## src/rtl/core/wtsd_pkg.sv

```systemverilog
// ----------------------------------------------------------------------------
// Wrapped texture span drawer package
// Shared codes, widths and the queue entry type.
// ----------------------------------------------------------------------------
package wtsd_pkg;

  localparam int unsigned MaxDimDefault   = 512;
  localparam int unsigned TexDepthDefault = 262144;
  localparam int unsigned FracBitsDefault = 16;

  localparam logic [2:0] OP_LOAD_TEX   = 3'd0;
  localparam logic [2:0] OP_LOAD_SHADE = 3'd1;
  localparam logic [2:0] OP_LOAD_BLEND = 3'd2;
  localparam logic [2:0] OP_START      = 3'd3;
  localparam logic [2:0] OP_DRAW       = 3'd4;

  localparam logic [2:0] MODE_OPAQUE     = 3'd0;
  localparam logic [2:0] MODE_SPLAT      = 3'd1;
  localparam logic [2:0] MODE_TRANS      = 3'd2;
  localparam logic [2:0] MODE_TRANS_SPLAT = 3'd3;
  localparam logic [2:0] MODE_WATER      = 3'd4;

  localparam logic [1:0] REG_WIDTH  = 2'd0;
  localparam logic [1:0] REG_HEIGHT = 2'd1;
  localparam logic [1:0] REG_MODE   = 2'd2;
  localparam logic [1:0] REG_TRANS  = 2'd3;

  // Classified item handed from front to back.
  typedef enum logic [2:0] {
    KIND_TEX   = 3'b001,
    KIND_SHADE = 3'b010,
    KIND_BLEND = 3'b100
  } kind_e;

  typedef struct packed {
    logic        is_draw;
    kind_e       kind;
    logic [17:0] addr;
    logic [7:0]  data;
    logic [7:0]  dest;
    logic [7:0]  back;
    logic [31:0] xpos;
    logic [31:0] ypos;
  } item_t;

endpackage

```

## src/rtl/core/wtsd_front.sv

```systemverilog
// ----------------------------------------------------------------------------
// Wrapped texture span drawer front end
// Accepts beats, keeps the span positions and queues classified items.
// ----------------------------------------------------------------------------
module wtsd_front import wtsd_pkg::*; (
  input  logic        clk_i,
  input  logic        rst_ni,
  input  logic        valid_i,
  output logic        stall_o,
  input  logic [2:0]  opcode_i,
  input  logic [17:0] load_addr_i,
  input  logic [7:0]  load_data_i,
  input  logic [31:0] start_x_pos_i,
  input  logic [31:0] start_y_pos_i,
  input  logic [31:0] x_step_in_i,
  input  logic [31:0] y_step_in_i,
  input  logic [7:0]  dest_pixel_i,
  input  logic [7:0]  back_pixel_i,
  output logic        q_valid_o,
  output item_t       q_item_o,
  input  logic        q_pop_i
);

  logic [31:0] xpos_q, ypos_q, xinc_q, yinc_q;
  item_t       ent_q [2];
  logic        wp_q, rp_q;
  logic [1:0]  cnt_q;
  logic        acc, push;
  item_t       it;

  assign stall_o = (cnt_q == 2'd2);
  assign acc     = valid_i && !stall_o;
  assign push    = acc && (opcode_i == OP_LOAD_TEX || opcode_i == OP_LOAD_SHADE ||
                           opcode_i == OP_LOAD_BLEND || opcode_i == OP_DRAW);

  always_comb begin
    it = '0;
    it.is_draw = (opcode_i == OP_DRAW);
    it.kind    = (opcode_i == OP_LOAD_SHADE) ? KIND_SHADE :
                 (opcode_i == OP_LOAD_BLEND) ? KIND_BLEND : KIND_TEX;
    it.addr = load_addr_i;
    it.data = load_data_i;
    it.dest = dest_pixel_i;
    it.back = back_pixel_i;
    it.xpos = xpos_q;
    it.ypos = ypos_q;
  end

  always_ff @(posedge clk_i or negedge rst_ni) begin
    if (!rst_ni) begin
      xpos_q <= '0; ypos_q <= '0; xinc_q <= '0; yinc_q <= '0;
    end else if (acc && opcode_i == OP_START) begin
      xpos_q <= start_x_pos_i; ypos_q <= start_y_pos_i;
      xinc_q <= x_step_in_i;   yinc_q <= y_step_in_i;
    end else if (acc && opcode_i == OP_DRAW) begin
      xpos_q <= xpos_q + xinc_q;
      ypos_q <= ypos_q + yinc_q;
    end
  end

  always_ff @(posedge clk_i) begin
    if (push) ent_q[wp_q] <= it;
  end

  always_ff @(posedge clk_i or negedge rst_ni) begin
    if (!rst_ni) begin
      wp_q <= 1'b0; rp_q <= 1'b0; cnt_q <= '0;
    end else begin
      if (push) wp_q <= ~wp_q;
      if (q_pop_i) rp_q <= ~rp_q;
      cnt_q <= cnt_q + 2'(push) - 2'(q_pop_i);
    end
  end

  assign q_valid_o = (cnt_q != 2'd0);
  assign q_item_o  = ent_q[rp_q];

  a_no_overflow: assert property (@(posedge clk_i) disable iff (!rst_ni)
    cnt_q == 2'd2 |-> !push || q_pop_i) else $error("queue overflow");
  a_pop_valid: assert property (@(posedge clk_i) disable iff (!rst_ni)
    q_pop_i |-> q_valid_o) else $error("pop from empty queue");
  a_cnt_range: assert property (@(posedge clk_i) disable iff (!rst_ni)
    cnt_q != 2'd3) else $error("queue count out of range");

endmodule

```

## config.mk

```make
export PLATFORM = sky130hd
export DESIGN_NAME = wtsd_front
export DESIGN_NICKNAME = d
export VERILOG_FILES = /design/src/rtl/core/wtsd_pkg.sv /design/src/rtl/core/wtsd_front.sv
export SDC_FILE = /design/constraint.sdc
export NUM_CORES = 1
export LEC_CHECK = 0
export ABC_AREA = 0
export BUFFER_PORTS_ARGS = -buffer_cell sky130_fd_sc_hd__buf_4
export CAP_MARGIN = 15
export CORE_MARGIN = 2
export CORE_UTILIZATION = 55
export CTS_BUF_LIST = sky130_fd_sc_hd__clkbuf_8
export CTS_CLUSTER_DIAMETER = 50
export DETAILED_ROUTE_END_ITERATION = 7
export PLACE_DENSITY = 0.84
export SYNTH_ARGS = -nofsm -noshare
export SYNTH_HDL_FRONTEND = slang
export SYNTH_SLANG_ARGS = --single-unit
```

## constraint.sdc

```tcl
create_clock -name clk_i -period 14.2 [get_ports clk_i]
set_input_delay 0 -clock clk_i [delete_from_list [all_inputs] [get_ports clk_i]]
set_output_delay 0 -clock clk_i [all_outputs]
set_load 0.02 [all_outputs]
```

==> out/summary.txt, run 1 <==
Clock Tree Root = clkbuf_8
Slew Limit Headroom = 24.7%
R2R setup slack = 10.69 ns
Synthesized instance count = 1,341
Critical path peak fanout = 74
Final nets = 2,058
Clock Sinks = 352
Pre-CTS setup slack = 10.80 ns
Total wire length = 43.6 mm
Finished Layout Cells = 2,253
Run status = completed
Fin. max-slew vios = 0
Final core utilization = 75.6%
Tmin final = 3.51 ns
Later-pin clock latency in the skew report = 0.61 ns
Power Density = 213 nW/um^2
Final setup fails = 0
DIE AREA = 30,900 um^2
Worst Path Required = 14.42 ns
Clock buffer depth = 3
FF+latch area = 9910 um^2
Ranking of synthesized cells by area = edfxtp_1 (41%), dfrtp_1 (20%), mux2_2 (7.7%)
Num CTS Buffers = 57
Net Sw Power = 1.77 mW
Grt ovf = 0
Top cells by instance count after synthesis = nand2_1 (263), edfxtp_1 (220), dfrtp_1 (132), mux2_2 (111), a21oi_1 (89)
Max Cap Viol = 0
Peak supply drop = 0.000133 V
Port Buf Inserts = 288
Remaining DRCs = 0
Reg2Reg Launch Point = cnt_q[1]$_DFF_PN0_
Setup TNS = 0 ns
Remaining antenna violation count = 0
Clk pin slew, worst setup/hold paths = 0.07 ns
Post-synthesis cell type count = 56
Final setup margin = 10.69 ns
RR Endpoint = ent_q[1][80]$_DFFE_PP_
Overall die height = 176 um
Lkg Pwr = 9.48 nW
Number of synthesized flops with an enable pin = 220
Post-route cell area = 21,800 um^2
Ys flop type = edfxtp_1
RD Place Congestion = 0.947
Via Count = 12,563
Most frequent cell after synthesis = nand2_1
Clock skew = 0.0375 ns
Worst Setup SP = cnt_q[1]$_DFF_PN0_
Hold crit path type = in2reg
I/O pin cnt = 289
Initial DRC count = 887
Vias in the first global route = 12,988
Synthesized cell area = 16,200 um^2
Hold Startpoint = valid_i
Endpoint type of the worst setup path = register
Pint = 2.87 mW
Clock share of power = 20.0%
Worst r2r path cells = 5
Hold path depth = 4
DP Wirelength = 26.3 mm
Final hold violation count = 0
RSZ-0062 raised after global routing = no
Placed Area = 18,800 um^2
Worst Setup Start Kind = register
First-pass GRT wire length = 68.1 mm
Multi-input combinational cell area = 6070 um^2
Fmax = 285 MHz
Largest net degree at the start of global routing = 90
Initial core utilization = 56.3%
Share of layout cells above drive strength 1 = 27.5%
Syn. warnings = 0
Sequential share of power = 35.8%
GRT Resource Usage Total = 28.2%
Final worst path period share = 24.7%
Ys async rst share = 37.5%
#FFs+latches synth = 352
H-Tree Depth = 2
Largest area contributor in the netlist = edfxtp_1
Vias per cell = 5.58
Final hold slack = 0.0792 ns
Slew at the pin with the worst max-slew slack = 1.13 ns
First-pass detailed-route iteration total = 5
Average wire per standard cell = 19.3 um
DIE WIDTH = 176 um
Fillcell total = 1,714
Initial antenna violation count = 5
Gate power share = 44.2%
Sw Share = 38.2%
Syn_nets = 1,584
Syn Area/Cell = 12.1 um^2
Tot Pwr = 4.64 mW
WP data arrival = 3.73 ns
Placed Instances = 1,962
Share of the synthesized area in the top cell type = 40.7%
Sequential fraction of the synthesis area = 61.0%
Synthesis-to-layout area growth = 34.3%
FP Rows = 62
Resized Gates After CTS = 0
Worst hold endpoint = xpos_q[25]$_DFFE_PN0P_
Crit Path Class = reg2reg
CTS tree = yes
Core Area = 28,900 um^2
power by group through the flow:
| stage | logic (mW) | clock network, mW | registers [mW] |
|---|---|---|---|
| 4_1_cts | 2.02 | 0.934 | 1.65 |
| 3_3_place_gp | 1.92 | 0 | 1.64 |
| 5_1_grt | 2.23 | 0.986 | 1.69 |
| 6_report | 2.05 | 0.926 | 1.66 |
| 3_5_place_dp | 1.96 | 0 | 1.67 |
| 2_1_floorplan | 1.46 | 0 | 1.59 |
layout by cell type (no fill, tap or decap), drive strengths merged, types with 5 or more instances in the layout:
master | Yosys | routed
a21o | 43 | 43
a221oi | 6 | 6
clkinvlp | 0 | 5
o21ai | 70 | 70
a22oi | 23 | 23
nor2 | 66 | 66
dlygate4sd3 | 0 | 177
clkinv | 0 | 10
a221o | 5 | 5
and3 | 7 | 7
nor3b | 8 | 8
buf | 4 | 300
nand4 | 8 | 8
xor2 | 24 | 24
clkbuf | 58 | 69
a31oi | 10 | 10
dfrtp | 132 | 132
edfxtp | 220 | 220
o21bai | 8 | 8
nand2 | 263 | 263
diode | 0 | 5
xnor2 | 35 | 35
ha | 64 | 64
nand3 | 15 | 15
a21oi | 91 | 91
nor3 | 5 | 5
inv | 13 | 33
a211oi | 8 | 8
mux2 | 111 | 111
timing repair:
item | in CTS | in global routing
setup buffers | 0 | 0
hold endpoints to repair | 283 | 0
hold buffers | 178 | 0
layer usage:
metal	GRT usage [%]	wire length [um]	up-vias
met5	0	0	-
met4	12.4	1700	0
met3	5.45	3180	117
met2	48.5	21700	552
met1	34.7	16900	6067
li1	-	-	5827
logic make-up after synthesis:
group | synth area share (%)
AND/OR/NAND/NOR | 9.93
flip-flops | 61.0
AO/OA/AOI/OAI | 11.1
multiplexers | 7.82
buffers and inverters | 1.73
adder cells (fa/ha/maj) | 5.18
XOR/XNOR | 3.18
critical path, cell delays in order, from the launching register on:
cell and delay [ns]:
dfrtp_1 0.40, nand2b_1 0.12, and2_1 0.23, o21ai_0 0.39, nor2_4 0.99, buf_4 0.91
state kept, by name (all words and copies together) (netlist names):
| name | flops |
|---|---|
| ent_q | 220 |
| xinc_q | 32 |
| xpos_q | 32 |
| yinc_q | 32 |
| ypos_q | 32 |
| cnt_q | 2 |
| rp_q | 1 |
| wp_q | 1 |
worst max path at each step:
| stage | end | slack (ns) | cells after the start |
|---|---|---|---|
| 3_3_place_gp | ent_q[1][57]$_DFFE_PP_ | 10.93 | 5 |
| 5_1_grt | ent_q[1][65]$_DFFE_PP_ | 10.43 | 5 |
| 3_5_place_dp | ent_q[1][59]$_DFFE_PP_ | 10.80 | 5 |
| 6_report | ent_q[1][80]$_DFFE_PP_ | 10.69 | 5 |
| 4_1_cts | ent_q[0][69]$_DFFE_PP_ | 10.78 | 5 |
| 2_1_floorplan | ent_q[0][0]$_DFFE_PP_ | 8.18 | 4 |
final cells by class:
cell class,count,share of cell area [%]
antenna,5,0.0574
clock buffer,69,4.36
clock inverter,39,1.30
inverter,13,0.224
multi-input combinational,914,27.8
sequential,352,45.5
tap,384,2.20
timing repair buffer,477,18.6
Power figures use the tool's default switching activity.
==> inputs of run 2 (changes only) <==
CORE_UTILIZATION = 53   (was 55)
clock period = 3.2 ns   (was 14.2 ns; I/O delays follow)
==> run 2 against run 1 <==
Against the previous run: total power rose to 4.4 times the previous value; first-iteration DRC count fell by 5.6%; maximum frequency is 14% higher; count of clock-buffer cells in the layout decreased by 4; worst hold slack got worse by 0.025 ns; clock skew shrank 0.017 ns; critical path depth grew 7; final cell count grew 0.98%; largest cell class unchanged; die area up 3.7%; global-route usage down 0.71 points.
==> out/summary.txt, run 2 (synthesized netlist as in run 1, its figures left out) <==
Metal2 WL = 22.4 mm (+3.0%)
Worst Path Required = 3.70 ns (-10.72 ns)
Core Area = 30,300 um^2 (+5.2%)
Fmax = 325 MHz (+14%)
Worst Setup SP = xpos_q[0]$_DFFE_PN0P_
Net Sw Power = 7.96 mW (+350%)
Max reg flops = 220 (unchanged)
Clock share of power = 19.2% (-0.8 points)
Wire length on met1 = 16.9 mm (about the same)
Clk pin slew, worst setup/hold paths = 0.08 ns (about the same)
Remaining DRCs = 0 (unchanged)
First-pass GRT wire length = 68.5 mm (+0.55%)
Power Density = 941 nW/um^2 (+340%)
Initial DRC count = 837 (-5.6%)
Slowest Stage Delay on Critical Path = 0.42 ns (-0.57 ns)
DP Wirelength = 26.4 mm (+0.68%)
Crit-path leading delay family = compound AO/OA/AOI/OAI gates
FP Rows = 64 (+3.2%)
Final setup fails = 0 (unchanged)
Pre-CTS setup slack = 0.117 ns (-10.68 ns)
Met3 wire length = 3.47 mm (+9.0%)
CTS tree = yes
Port Buf Inserts = 288 (unchanged)
I/O pin cnt = 289 (unchanged)
RD Place Congestion = 0.902 (-4.8%)
Lkg Pwr = 9.54 nW (+0.67%)
Max Cap Viol = 0 (unchanged)
Biggest register = ent_q
Clock skew = 0.0209 ns (-0.0165 ns)
Sequential share of power = 35.6% (-0.2 points)
Worst Setup Start Kind = register
Clock Sinks = 352 (unchanged)
Reg2Reg Launch Point = xpos_q[0]$_DFFE_PN0P_
Total wire length = 44.8 mm (+2.8%)
Initial core utilization = 53.5% (-2.8 points)
Clock Tree Root = clkbuf_8
WP data arrival = 3.58 ns (-0.15 ns)
Final worst path period share = 96.2% (+71 points)
R2R setup slack = 0.12 ns (-10.57 ns)
Critical path peak fanout = 4 (-95%)
Pint = 12.6 mW (+340%)
Setup TNS = 0 ns (unchanged)
Average wire per standard cell = 19.7 um (+1.8%)
Num CTS Buffers = 57 (unchanged)
First-pass detailed-route iteration total = 5 (unchanged)
Grt ovf = 0 (unchanged)
Tmin final = 3.08 ns (-0.433 ns)
Most frequent cells in the layout = buf_4 (301), nand2_1 (262), edfxtp_1 (220), dlygate4sd3_1 (178), dfrtp_1 (131)
Commonest non-fill, non-tap cell in the layout = buf_4
Endpoint type of the worst setup path = register
DIE WIDTH = 179 um (+1.8%)
Via Count = 12,783 (+1.8%)
Vias per cell = 5.62 (+0.77%)
Slew Limit Headroom = 38.8% (+14 points)
DIE AREA = 32,100 um^2 (+3.7%)
Share of layout cells above drive strength 1 = 28.0% (+0.51 points)
Hold crit path type = in2async
GRT Resource Usage Total = 27.5% (-0.71 points)
Remaining antenna violation count = 0 (unchanged)
Clock buffer depth = 3 (unchanged)
Crit Path Class = reg2reg
Vias in the first global route = 13,256 (+2.1%)
CP Cell Sequence = ha_1 > fa_2 > a21oi_2 > o21ai_2 > a211oi_1 > or3_1 > a2111o_1 > a21oi_2 > o21ai_0 > a21oi_1 > mux2_2 > o21ai_0
CP max stage cell = a2111o_1
Final nets = 2,067 (+0.44%)
Final setup margin = 0.123 ns (-10.57 ns)
Initial antenna violation count = 6 (+1)
Largest net degree at the start of global routing = 91 (+1.1%)
Overall die height = 179 um (+1.8%)
H-Tree Depth = 2 (unchanged)
Worst Path Buf+Inv = 0 (-1)
Peak supply drop = 0.000543 V (+310%)
Sw Share = 38.6% (+0.43 points)
Final hold violation count = 0 (unchanged)
Final hold slack = 0.0543 ns (-0.0249 ns)
Slew at the pin with the worst max-slew slack = 0.919 ns (-0.208 ns)
Top sig layer = met4
Run status = completed
Later-pin clock latency in the skew report = 0.60 ns (about the same)
Gate power share = 45.1% (+0.9 points)
Synthesis-to-layout area growth = 34.9%
Fin. max-slew vios = 0 (unchanged)
[run 2: layer usage]
| layer | track usage (%) | vias to the layer above |
|---|---|---|
| met2 | 47.6 | 618 |
| met3 | 5.28 | 149 |
| met5 | 0 | - |
| li1 | - | 5847 |
| met4 | 13.3 | 0 |
| met1 | 32.8 | 6169 |
[run 2: final timing paths]
check                                              end  cells after the start
worst max-delay path            xpos_q[28]$_DFFE_PN0P_                     12
worst min-delay path            xinc_q[19]$_DFFE_PN0P_                      2
worst max register to register  xpos_q[28]$_DFFE_PN0P_                     12
worst min register to register  yinc_q[16]$_DFFE_PN0P_                      2
max in group asynchronous       yinc_q[28]$_DFFE_PN0P_                      3
min in group clk_i              xpos_q[19]$_DFFE_PN0P_                      5
[run 2: final cells by class]
class / instances / area [um^2]
repair buffers: 486 / 4170
diodes: 6 / 15.0
multi-input cells: 914 / 6090
fillers: 1892 / 8450
clock inverters: 43 / 270
clock buffers: 65 / 895
flip-flops and latches: 352 / 9910
well taps: 396 / 495
inverters: 13 / 48.8
[run 2: metrics by stage]
step           total power [mW]  std cells  cell area [um^2]  utilization [%]
2_1_floorplan              13.5       1341             16200                -
3_3_place_gp               15.9       1982             18900             62.3
3_5_place_dp               16.2       1982             18900             62.3
4_1_cts                    20.3       2268             21900             72.0
5_1_grt                    21.8       2274             21900             72.2
6_report                   20.6       2275             21900             72.2
[run 2: repair_timing]
action | CTS | global route
buffers inserted | 0 | 1
setup endpoints to repair | 0 | 5
hold endpoints to repair | 311 | 0
gates resized for setup | 0 | 8
hold buffers | 178 | 0
[run 2: power by group through the flow]
stage / registers [mW] / logic, mW / clock network (mW)
5_1_grt: 7.47 / 10.1 / 4.22
6_report: 7.34 / 9.29 / 3.96
3_3_place_gp: 7.27 / 8.63 / 0
4_1_cts: 7.29 / 9.07 / 3.98
3_5_place_dp: 7.38 / 8.80 / 0
2_1_floorplan: 7.00 / 6.47 / 0
==> inputs of run 3 (changes only) <==
ABC_AREA = 1   (was 0)
CELL_PAD_IN_SITES_DETAIL_PLACEMENT = 1   (was not set)
CELL_PAD_IN_SITES_GLOBAL_PLACEMENT = 1   (was not set)
CORE_ASPECT_RATIO = 0.7   (was not set)
CORE_UTILIZATION = 40   (was 53)
PLACE_DENSITY = 0.83   (was 0.84)
==> run 3 against run 2 <==
Against the previous run: wire length is 45% higher; clock power is 14% higher; critical endpoint is now ypos_q[2]$_DFFE_PN0P_; first-iteration DRC count is 24% higher; critical path depth is 3 lower; global-route usage is 0.40 points lower; largest power group unchanged; final cell count is 39% higher; worst hold slack better by 0.0043 ns; via count is 25% higher; count of clock-buffer cells in the layout is 6 higher; sequential cell count stayed put; combinational power is 14% higher; register-to-register slack better by 0.38 ns.
==> out/summary.txt, run 3 <==
First-pass detailed-route iteration total = 5 (unchanged)
Reg2Reg Launch Point = cnt_q[0]$_DFF_PN0_
Clock Tree Root = clkbuf_8
Via Count = 15,961 (+25%)
CP Cell Sequence = o21ai_1 > inv_1 > nand2_1 > inv_2 > nor2_4 > buf_4 > nand2_1 > o211ai_1 > dlygate4sd3_1
Power Density = 923 nW/um^2 (-1.9%)
Port Buf Inserts = 288 (unchanged)
Initial antenna violation count = 6 (unchanged)
Tmin final = 2.70 ns (-0.378 ns)
Sw Share = 43.3% (+4.6 points)
Remaining antenna violation count = 0 (unchanged)
Critical path peak fanout = 64 (+60)
Clock share of power = 20.1% (+0.9 points)
Hold path depth = 2
First-pass GRT wire length = 98.7 mm (+44%)
Resized Gates After CTS = 0 (unchanged)
Average wire per standard cell = 20.4 um (+3.9%)
Share of layout cells above drive strength 1 = 20.0% (-8.0 points)
DP Wirelength = 41.0 mm (+55%)
Clock skew = 0.0732 ns (+0.0523 ns)
Final worst path period share = 84.3% (-12 points)
Placed Area = 21,100 um^2 (+11%)
Final nets = 2,755 (+33%)
Final hold violation count = 0 (unchanged)
Num CTS Buffers = 58 (+1.8%)
Later-pin clock latency in the skew report = 0.67 ns (+0.07 ns)
Max Cap Viol = 0 (unchanged)
CTS tree = yes
Crit-path leading delay family = buffers and inverters
Pint = 12.7 mW (+0.40%)
Syn_nets = 2,263 (+43%)
Core Area = 45,100 um^2 (+48%)
Number of synthesized flops with an enable pin = 220 (unchanged)
Post-cts hold buffer count = 184 (+3.4%)
Grt ovf = 0 (unchanged)
Initial DRC count = 1,038 (+24%)
Worst Path Buf+Inv = 4 (+4)
Largest area contributor in the netlist = edfxtp_1
Endpoint type of the worst setup path = register
Fmax = 371 MHz (+14%)
Sequential fraction of the synthesis area = 54.3% (-6.7 points)
Ys async rst share = 37.5% (unchanged)
Tot Pwr = 22.4 mW (+8.6%)
#FFs+latches synth = 352 (unchanged)
Most used cell, CP = nand2_1
Slowest Stage Delay on Critical Path = 0.74 ns (+0.32 ns)
Crit Path Class = reg2reg
Overall die height = 183 um (+2.0%)
CP max stage cell = buf_4
Gate power share = 47.5% (+2.4 points)
Share of the synthesized area in the top cell type = 36.2% (-4.5 points)
Top cells by instance count after synthesis = nand2_1 (793), inv_1 (262), edfxtp_1 (220), dfrtp_1 (132), mux2_2 (110)
Post-route cell area = 24,200 um^2 (+11%)
Synthesized instance count = 2,020 (+51%)
Clock Sinks = 352 (unchanged)
R2R setup slack = 0.50 ns (+0.38 ns)
Lkg Pwr = 12.0 nW (+26%)
Final hold slack = 0.0586 ns (+0.00430 ns)
Buffer count from post-CTS setup fixing = 0 (unchanged)
Initial core utilization = 40.5% (-13 points)
Slew Limit Headroom = 35.0% (-3.7 points)
Final core utilization = 53.8% (-18 points)
Max reg flops = 220 (unchanged)
FP Rows = 65 (+1.6%)
RR Endpoint = ypos_q[2]$_DFFE_PN0P_
Synthesized cell area = 18,200 um^2 (+12%)
Clk pin slew, worst setup/hold paths = 0.07 ns (about the same)
Hold Startpoint = load_addr_i[4]
Fillcell total = 5,243 (+180%)
GRT Resource Usage Total = 27.1% (-0.40 points)
Remaining DRCs = 0 (unchanged)
WP data arrival = 3.30 ns (-0.28 ns)
Peak supply drop = 0.000394 V (-27%)
Worst r2r path cells = 9 (-3)
Total wire length = 64.9 mm (+45%)
Most frequent cells in the layout = nand2_1 (793), buf_4 (293), inv_1 (279), edfxtp_1 (220), dlygate4sd3_1 (183)
Most frequent cell after synthesis = nand2_1
Net Sw Power = 9.68 mW (+22%)
Sequential share of power = 32.3% (-3.3 points)
Synthesis-to-layout area growth = 32.9%
H-Tree Depth = 2 (unchanged)
Final setup fails = 0 (unchanged)
Biggest register = ent_q
DIE WIDTH = 259 um (+45%)
Setup TNS = 0 ns (unchanged)
Clock buffer depth = 3 (unchanged)
Vias per cell = 5.03 (-10%)
Syn. warnings = 0 (unchanged)
DIE AREA = 47,400 um^2 (+48%)
Run status = completed
Commonest non-fill, non-tap cell in the layout = nand2_1
Vias in the first global route = 17,165 (+29%)
RSZ-0062 raised after global routing = no
Syn Area/Cell = 9.03 um^2 (-25%)
I/O pin cnt = 289 (unchanged)
Worst hold endpoint = ent_q[0][92]$_DFFE_PP_
Slew at the pin with the worst max-slew slack = 0.975 ns (+0.0559 ns)
Worst Setup Start Kind = register
RD Place Congestion = 0.899 (-0.33%)
Ranking of synthesized cells by area = edfxtp_1 (36%), dfrtp_1 (18%), nand2_1 (16%)
Hold crit path type = in2reg
Fin. max-slew vios = 0 (unchanged)
Largest net degree at the start of global routing = 163 (+79%)
Worst Path Required = 3.80 ns (+0.10 ns)
Ys flop type = edfxtp_1
Post-synthesis cell type count = 34 (-39%)
-- run 3: cell types whose count changed after synthesis, moves of 10 or more --
cell,delta
o211ai_1,+10
a21oi_1,-47
a21o_1,-41
buf_2,+19
o21ai_0,-25
clkbuf_1,-37
xnor2_1,-20
nand3_1,+76
o21ai_1,+23
inv_1,+249
nand2_1,+530
a22oi_1,-23
nor2_1,+36
-- run 3: routing by layer --
| layer | share of wire, % | GRT usage (%) | up-vias | routed length, um |
|---|---|---|---|---|
| met5 | 0 | 0 | - | 0 |
| met4 | 2.8 | 9.13 | 0 | 1850 |
| li1 | - | - | 7482 | - |
| met1 | 46 | 37.4 | 7885 | 29500 |
| met3 | 5.5 | 4.58 | 105 | 3590 |
| met2 | 46 | 43.2 | 489 | 29900 |
-- run 3: worst max path at each step --
stage	from	end	slack [ns]	depth (start not counted)
floorplan	cnt_q[1]$_DFF_PN0_	ent_q[0][0]$_DFFE_PP_	-1.07	7
global placement	cnt_q[0]$_DFF_PN0_	cnt_q[1]$_DFF_PN0_	0.88	10
detailed placement	cnt_q[0]$_DFF_PN0_	cnt_q[1]$_DFF_PN0_	0.81	10
CTS	cnt_q[0]$_DFF_PN0_	ypos_q[2]$_DFFE_PN0P_	0.48	9
global route	cnt_q[0]$_DFF_PN0_	ypos_q[2]$_DFFE_PN0P_	0.24	9
finish	cnt_q[0]$_DFF_PN0_	ypos_q[2]$_DFFE_PN0P_	0.50	9
-- run 3: area by class of cell --
cell class	count	area, um^2	area share, %
tap	603	754	3.11
clock inverter	38	315	1.30
sequential	352	9910	40.9
antenna	8	20.0	0.0826
multi-input combinational	1351	7080	29.2
inverter	266	1000	4.14
clock buffer	71	977	4.03
timing repair buffer	483	4170	17.2
-- run 3: cell families (layout without fill, tap and decap cells) --
| group | Yosys count | count (layout) | share of synthesized area, % |
|---|---|---|---|
| buf+inv | 317 | 858 | 6.91 |
| flops | 352 | 352 | 54.3 |
| compound gates | 134 | 134 | 4.01 |
| simple gates | 1007 | 1007 | 21.7 |
| fa+ha+maj | 66 | 66 | 4.61 |
| mux | 110 | 110 | 6.79 |
| xor+xnor | 34 | 34 | 1.63 |
| other cells | 0 | 8 | 0 |
-- run 3: power groups by stage --
stage / logic (mW) / clock network (mW) / registers, mW
3_5_place_dp: 10.1 / 0 / 7.28
5_1_grt: 11.7 / 4.76 / 7.37
3_3_place_gp: 9.84 / 0 / 7.17
2_1_floorplan: 6.92 / 0 / 6.86
6_report: 10.6 / 4.50 / 7.24
4_1_cts: 10.4 / 4.52 / 7.20
-- run 3: stage by stage --
| step | cells | worst slack [ns] |
|---|---|---|
| 6_report | 3172 | 0.501 |
| 5_1_grt | 3170 | 0.235 |
| 4_1_cts | 3164 | 0.482 |
| 3_5_place_dp | 2871 | 0.813 |
| 3_3_place_gp | 2871 | 0.879 |
| 2_1_floorplan | 2020 | -1.07 |
